[src/design/dhs_pkg.sv]
// shared types and constants for the differential drive heading steer
// holds the cordic arctangent table, angle constants and register indexes
// no dependencies
package dhs_pkg;

  localparam int ZW           = 35;
  localparam int XYW          = 32;
  localparam int XY_SHIFT     = 20;
  localparam int ATAN_ENTRIES = 20;
  localparam int CFG_IDX_W    = 2;
  localparam int CFG_DATA_W   = 14;

  localparam logic signed [ZW-1:0] PI_Q30      = 35'sd3373259426;
  localparam logic signed [ZW-1:0] HALF_PI_Q30 = 35'sd1686629713;

  localparam logic [CFG_IDX_W-1:0] CFG_BASE_SPEED       = 2'd0;
  localparam logic [CFG_IDX_W-1:0] CFG_STEER_GAIN       = 2'd1;
  localparam logic [CFG_IDX_W-1:0] CFG_ARRIVE_TOLERANCE = 2'd2;
  localparam logic [CFG_IDX_W-1:0] CFG_TURN_THRESHOLD   = 2'd3;

  typedef struct packed {
    logic               en;
    logic               arrived;
    logic signed [14:0] heading;
  } side_t;

  function automatic logic signed [ZW-1:0] atan_q30(input int unsigned idx);
    logic signed [ZW-1:0] r;
    unique case (idx)
      0:       r = 35'sd843314857;
      1:       r = 35'sd497837829;
      2:       r = 35'sd263043837;
      3:       r = 35'sd133525159;
      4:       r = 35'sd67021687;
      5:       r = 35'sd33543516;
      6:       r = 35'sd16775851;
      7:       r = 35'sd8388437;
      8:       r = 35'sd4194283;
      9:       r = 35'sd2097149;
      10:      r = 35'sd1048576;
      11:      r = 35'sd524288;
      12:      r = 35'sd262144;
      13:      r = 35'sd131072;
      14:      r = 35'sd65536;
      15:      r = 35'sd32768;
      16:      r = 35'sd16384;
      17:      r = 35'sd8192;
      18:      r = 35'sd4096;
      19:      r = 35'sd2048;
      default: r = '0;
    endcase
    return r;
  endfunction

endpackage

[src/design/dhs_cordic.sv]
// pipelined vectoring cordic giving the bearing of (dx, dy) in q30 radians
// a pre-rotation register, then one iteration per register stage, with valid bits and a stall chain
// depends on dhs_pkg
module dhs_cordic #(
  parameter int CORDIC_STAGES = 14
) (
  input  logic                              clk_i,
  input  logic                              rst_ni,
  input  logic                              in_valid_i,
  output logic                              in_ready_o,
  input  logic signed [8:0]                 dx_i,
  input  logic signed [8:0]                 dy_i,
  input  dhs_pkg::side_t                    side_i,
  output logic                              out_valid_o,
  input  logic                              out_ready_i,
  output logic signed [dhs_pkg::ZW-1:0]     z_o,
  output dhs_pkg::side_t                    side_o
);

  localparam int NS = (CORDIC_STAGES > dhs_pkg::ATAN_ENTRIES) ?
                      dhs_pkg::ATAN_ENTRIES : CORDIC_STAGES;
  localparam int XYW = dhs_pkg::XYW;
  localparam int ZW  = dhs_pkg::ZW;

  logic [NS:0]              vld_q;
  logic [NS:0]              rdy;
  logic [NS:0]              byp_q;
  logic signed [XYW-1:0]    x_q [NS+1];
  logic signed [XYW-1:0]    y_q [NS+1];
  logic signed [ZW-1:0]     z_q [NS+1];
  dhs_pkg::side_t           side_q [NS+1];
  logic signed [XYW-1:0]    x_d [NS+1];
  logic signed [XYW-1:0]    y_d [NS+1];
  logic signed [ZW-1:0]     z_d [NS+1];

  // pre-rotation into the right half plane, vertical vectors bypass
  logic                     neg;
  logic                     byp;
  logic signed [8:0]        dxa;
  logic signed [8:0]        dyn;

  assign byp = (dx_i == 9'sd0);
  assign neg = dx_i[8];
  assign dxa = neg ? -dx_i : dx_i;
  assign dyn = neg ? -dy_i : dy_i;
  assign x_d[0] = XYW'(dxa) <<< dhs_pkg::XY_SHIFT;
  assign y_d[0] = XYW'(dyn) <<< dhs_pkg::XY_SHIFT;
  assign z_d[0] = byp ? ((dy_i > 9'sd0) ? dhs_pkg::HALF_PI_Q30 : -dhs_pkg::HALF_PI_Q30) :
                  neg ? ((dy_i >= 9'sd0) ? dhs_pkg::PI_Q30 : -dhs_pkg::PI_Q30) : '0;

  for (genvar k = 0; k < NS; k++) begin : g_iter
    localparam logic signed [ZW-1:0] ATAN = dhs_pkg::atan_q30(k);
    logic signed [XYW-1:0] xs;
    logic signed [XYW-1:0] ys;
    assign xs = x_q[k] >>> k;
    assign ys = y_q[k] >>> k;
    assign x_d[k+1] = byp_q[k] ? x_q[k] : (y_q[k][XYW-1] ? x_q[k] - ys : x_q[k] + ys);
    assign y_d[k+1] = byp_q[k] ? y_q[k] : (y_q[k][XYW-1] ? y_q[k] + xs : y_q[k] - xs);
    assign z_d[k+1] = byp_q[k] ? z_q[k] : (y_q[k][XYW-1] ? z_q[k] - ATAN : z_q[k] + ATAN);
    assign rdy[k] = !vld_q[k] || rdy[k+1];
  end

  assign rdy[NS]     = !vld_q[NS] || out_ready_i;
  assign in_ready_o  = rdy[0];
  assign out_valid_o = vld_q[NS];
  assign z_o         = z_q[NS];
  assign side_o      = side_q[NS];

  always_ff @(posedge clk_i or negedge rst_ni) begin
    if (!rst_ni) begin
      vld_q <= '0;
    end else begin
      if (rdy[0]) begin
        vld_q[0] <= in_valid_i;
      end
      for (int k = 1; k <= NS; k++) begin
        if (rdy[k]) begin
          vld_q[k] <= vld_q[k-1];
        end
      end
    end
  end

  always_ff @(posedge clk_i) begin
    if (rdy[0]) begin
      x_q[0]    <= x_d[0];
      y_q[0]    <= y_d[0];
      z_q[0]    <= z_d[0];
      byp_q[0]  <= byp;
      side_q[0] <= side_i;
    end
    for (int k = 1; k <= NS; k++) begin
      if (rdy[k]) begin
        x_q[k]    <= x_d[k];
        y_q[k]    <= y_d[k];
        z_q[k]    <= z_d[k];
        byp_q[k]  <= byp_q[k-1];
        side_q[k] <= side_q[k-1];
      end
    end
  end

endmodule
[config.mk]
export PLATFORM = sky130hd
export DESIGN_NAME = dhs_cordic
export DESIGN_NICKNAME = d
export VERILOG_FILES = /design/src/design/dhs_pkg.sv /design/src/design/dhs_cordic.sv
export SDC_FILE = /design/constraint.sdc
export NUM_CORES = 2
export LEC_CHECK = 0
export BUFFER_PORTS_ARGS = -buffer_cell sky130_fd_sc_hd__clkbuf_2
export CORE_ASPECT_RATIO = 1.5
export CORE_MARGIN = 2
export CORE_UTILIZATION = 65
export DETAILED_ROUTE_END_ITERATION = 10
export HOLD_SLACK_MARGIN = 0.15
export PLACE_DENSITY_LB_ADDON = 0.12
export SYNTH_ARGS = -nofsm -noshare
export SYNTH_HDL_FRONTEND = slang
export SYNTH_SLANG_ARGS = --single-unit
export TNS_END_PERCENT = 5
[constraint.sdc]
create_clock -name clk_i -period 7.7 [get_ports clk_i]
set_input_delay 0.77 -clock clk_i [delete_from_list [all_inputs] [get_ports clk_i]]
set_output_delay 0.77 -clock clk_i [all_outputs]
set_load 0.01 [all_outputs]
======== Yosys cells after proc, flatten, opt, wreduce, memory -nomap -nowiden ========
Memory sizes are Yosys's and may differ from the RTL's.
Index checks and enable logic that the tools add are counted.
word-level totals
  bits in registers ....................... 29
  bits in latches ......................... 0
  memory bits (writable) .................. 1740
  memory bits (read-only) ................. 0
  logic and storage cells ................. 271
  memories ................................ 4
cells by class
  add/subtract/negate cells ............... 85
  multipliers ............................. 0
  div/mod/pow operators ................... 0
  magnitude comparators ................... 2
  equality and inequality tests ........... 0
  shift operators ......................... 0
  mux-type cells .......................... 120
  bitwise logic cells ..................... 0
  reductions and logical operators ........ 31
memories
  memory  words  width  rd ports  clocked after Yosys merged registers in  write ports  RTL line          RTL
  z_q     15     35     15        0                                        15           dhs_cordic.sv:30  logic signed [ZW-1:0] z_q [NS+1];
  x_q     15     32     14        0                                        15           dhs_cordic.sv:28  logic signed [XYW-1:0] x_q [NS+1];
  y_q     15     32     14        0                                        15           dhs_cordic.sv:29  logic signed [XYW-1:0] y_q [NS+1];
  side_q  15     17     15        0                                        15           dhs_cordic.sv:31  dhs_pkg::side_t side_q [NS+1];
operator list
  cell                                                 number
  two-way mux 32 bit                                   56
  two-way mux 35 bit                                   32
  adder 35 x 22 -> 35 bit, second input constant       2
  subtractor 35 x 22 -> 35 bit, second input constant  2
  adder 32 x 19 -> 32 bit                              2
  adder 32 x 20 -> 32 bit                              2
  adder 32 x 21 -> 32 bit                              2
  adder 32 x 22 -> 32 bit                              2
  adder 32 x 23 -> 32 bit                              2
  adder 32 x 24 -> 32 bit                              2
  adder 32 x 25 -> 32 bit                              2
  adder 32 x 26 -> 32 bit                              2
  adder 32 x 27 -> 32 bit                              2
  adder 32 x 28 -> 32 bit                              2
  adder 32 x 29 -> 32 bit                              2
  adder 32 x 30 -> 32 bit                              2
  adder 32 x 31 -> 32 bit                              2
  subtractor 32 x 19 -> 32 bit                         2
  subtractor 32 x 20 -> 32 bit                         2
  subtractor 32 x 21 -> 32 bit                         2
  subtractor 32 x 22 -> 32 bit                         2
  subtractor 32 x 23 -> 32 bit                         2
  subtractor 32 x 24 -> 32 bit                         2
  subtractor 32 x 25 -> 32 bit                         2
  other kinds (40)                                     106

======== Logic depth before layout (Yosys ltp) ========
  word-level depth ........................ 18
  gate-level depth with buffers ........... 22
  depth with buffers taken out ............ 22

======== Worst setup path before layout ========
OpenSTA, ideal clock, no wires.
  kind .................................... input -> output
  start ................................... input port out_ready_i
  end ..................................... output port in_ready_o
  arrival ................................. 6.414 ns
  data required time ...................... 6.930 ns
  slack ................................... 0.516 ns
  cell stages on the path ................. 10
  cells stage by stage .................... nor2b_1 > nand2_1 > nor2_1 > and2_1 > and3_1 > and3_1 > and2_1 > nand3_1 > nor2_1 > nand2_1
between the ends
  word-level cells in the longest chain between the ends .. 15
ends and longest elaborated chain
  item                             RTL line          RTL
  start: declaration               dhs_cordic.sv:15  input logic out_ready_i,
  logical OR 1 bit                 dhs_cordic.sv:63  assign rdy[NS] = !vld_q[NS] || out_ready_i;
  logical OR 1 bit                 dhs_cordic.sv:60  assign rdy[k] = !vld_q[k] || rdy[k+1];
  via rdy[13]                      dhs_cordic.sv:26  logic [NS:0] rdy;
  logical OR 1 bit (11 in series)  dhs_cordic.sv:60
  via rdy[2]                       dhs_cordic.sv:26
  logical OR 1 bit (2 in series)   dhs_cordic.sv:60
  end: declaration                 dhs_cordic.sv:10  output logic in_ready_o,
The timed path passes the listed nets, and every way through them passes these cells.

==> impl_metrics.csv <==
group,metric,value,unit
run_status,outcome,"complete, no violations",
logic_synthesis,synthTopCellsByCount,"1355 x edfxtp_1, 1272 x nand2_1, 1114 x o21ai_0, 995 x ha_1, 895 x a21oi_1",
routing,drc_errors,0,
sta,finClkSkew,35.6,ps
clock_network,cts.path.max_buffers,3,
clock_network,cts_setup_buffers,0,
sta,fin_tns_setup,0,ps
logic_synthesis,async_flop_share,1.09,%
logic_synthesis,syn_nets,12200,
min_path,worst_hold_path_type,"in2reg",
logic_synthesis,yosysSeqAreaShare,39.3,%
logic_synthesis,syn_area,104000,µm²
setup_path,reg2reg_slack,1710,ps
floorplanning,core,160000,µm²
place,dp_slack,1840,ps
global_routing,grt_use_total,33.2,%
logic_synthesis,synth.most_common_cell,"edfxtp_1",
floorplanning,dieArea,164000,µm²
sta,rsz0062_at_grt,"false",
logic_synthesis,ys_ff_latch,1370,
setup_path,end_kind,"flop",
logic_synthesis,synthCells,11100,
logic_synthesis,synth_cell_types,96,
min_path,whs_path_depth,2,
job,maxCapViolCount,0,
routing,dr_total_vias,83600,
clock_network,cts_buffers,137,
routing,viasPerCell,6.29,
logic_synthesis,avgSynthCellArea,9.40,µm²
sta,setup_ws,1710,ps
routing,finalWirelength,278000,µm
place,dp_hpwl,214000,µm
sta,fmax,0.167,GHz
sta,min_period,5990,ps
clock_network,cts-htree-levels,4,
routing,dr.first_iter.drc_count,5138,
routing,drt_first_pass_iters,8,
setup_path,crit_fanout,6,
setup_path,critical_path_class,"reg2reg",
floorplanning,start_util,65.3,%
final_layout,fin_area,112000,µm²
clock_network,cts-resized-gates,0,
clock_network,cts_tree,"yes",
routing,ant_nets,0,
logic_synthesis,ys_top_cells_by_area,"edfxtp_1 39%, ha_1 12%, o21ai_0 5.3%, xnor2_1 5.2%, nand2_1 4.6%",
place,port_buffers,91,
logic_synthesis,synthFlopType,"edfxtp_1",
setup_path,start_kind,"flop",
final_layout,area_growth,6.87,%
sta,drv_slew,0,
setup_path,worst-endpoint-required,8170,ps
setup_path,r2r_end,"y_q[1][191]",
sta,fin_crit_sh,77.8,%
setup_path,r2r-start,"x_q[1][143]",
global_routing,grt_pass1_vias,84300,
logic_synthesis,ys_warn_count,0,
clock_network,cts_sinks,1370,
final_layout,drive_gt1_share,5.21,%
setup_path,r2r_cells,15,
min_path,holdPathEnd,"vld_q[0]",
global_routing,antenna_found_initial,3,
global_routing,grt-ovfl-total,0,
final_layout,fin_nets,12100,
sta,finalSetupViolCount,0,
logic_synthesis,synth_edf_count,1355,
global_routing,grt_start_max_net_pins,190,
floorplanning,rows,180,
place,place_area,107000,µm²
sta,max-slew-margin-rel,8.31,%
logic_synthesis,netlist.area_leader.share,39.0,%
floorplanning,io_pins,93,
floorplanning,dieHeight,495,µm
min_path,min_from,"in_valid_i",
clock_network,cts.clk_slew.worst_paths,70,ps
setup_path,cp_data_arrival_time,6460,ps
place,routabilityCongestion,1.04,
final_layout,fill_cells,12100,
routing,avgRoutedWirePerCell,21.0,µm
clock_network,clk_latency,810,ps
sta,worst_slew_pin_slew,1380,ps
sta,timing.final.hold_violations,0,
global_routing,grt_pass1_wl,435000,µm
logic_synthesis,yosys.area.top_type,"edfxtp_1",
clock_network,cts_root_buf,"clkbuf_16",
clock_network,postCtsHoldBufs,18,
floorplanning,die_width,331,µm
[cell type report]
type / count / area, µm² / share of cell area [%]
Timing Repair Buffer: 198 / 1330 / 1.19
Clock buffer: 158 / 3530 / 3.16
Antenna cell: 1 / 2.50 / 0.00224
Tap cell: 2093 / 2620 / 2.35
Multi-Input combinational cell: 8974 / 60400 / 54.1
Clock inverter: 92 / 1210 / 1.09
Inverter: 396 / 1500 / 1.34
Sequential cell: 1370 / 41100 / 36.8
[flip-flops by register name, indices dropped and copies added (netlist names)]
register	count
byp_q	9
y_q	309
z_q	486
side_q	255
vld_q	15
x_q	296
[stage by stage]
step | util, % | std cells | hold slack [ps]
2_1_floorplan | - | 11100 | 400
3_3_place_gp | 66.7 | 13000 | 400
3_5_place_dp | 66.7 | 13000 | 405
4_1_cts | 69.8 | 13300 | 154
5_1_grt | 69.8 | 13300 | 222
6_report | 69.8 | 13300 | 253
[how the worst max path moves through the flow]
stage           startpoint     endpoint  slack (ps)
6_report       x_q[1][143]  y_q[1][191]        1710
5_1_grt        x_q[1][143]  y_q[1][191]        1380
4_1_cts          vld_q[14]   in_ready_o        1680
3_5_place_dp   x_q[1][143]  y_q[1][191]        1840
3_3_place_gp   x_q[1][143]  y_q[1][191]        1930
2_1_floorplan  out_ready_i   in_ready_o         520
[worst max-delay path: stages (launching register included)]
cell and delay (ps):
edfxtp_1 460, or4_1 640, nor3_1 350, nor3b_1 850, nand2_1 130, o21ai_0 670, nand2_1 130, ha_1 400
nand3_1 190, or3_1 450, nor2_1 590, nor4_1 120, a31oi_1 250, nor4_1 90, o21ai_0 140, o311ai_0 180
[metal layers]
layer / GRT usage (%) / part of all wire [%] / vias up
li1: - / - / 40700
met1: 30.7 / 33 / 39300
met4: 28.8 / 9.5 / 0
met3: 4.06 / 3.8 / 1079
met2: 64.0 / 53 / 2475
met5: 0 / 0 / -
[cells by family after synthesis]
| kind of cell | synth area share (%) |
|---|---|
| xor gates and xnor gates | 9.70 |
| DFF | 39.3 |
| buffers and inverters | 2.94 |
| adders and majority gates | 12.5 |
| other | 0.00359 |
| muxes | 1.39 |
| and+or+nand+nor | 14.5 |
| AOI/OAI and AO/OA | 19.7 |
[cell usage in the layout, fill, tap and decap left out, types with 138 or more instances in the layout]
master / count
nand2_1: 1267
a21o_1: 390
edfxtp_1: 1355
xor2_1: 542
xnor2_1: 615
nand2b_1: 166
a21oi_1: 895
ha_1: 995
nor2_1: 830
nor3_1: 257
inv_1: 382
o21ai_0: 1114
clkbuf_16: 138
Power is not shown: default switching activity piles up to over one toggle a cycle in this logic, so the estimate is an artifact.
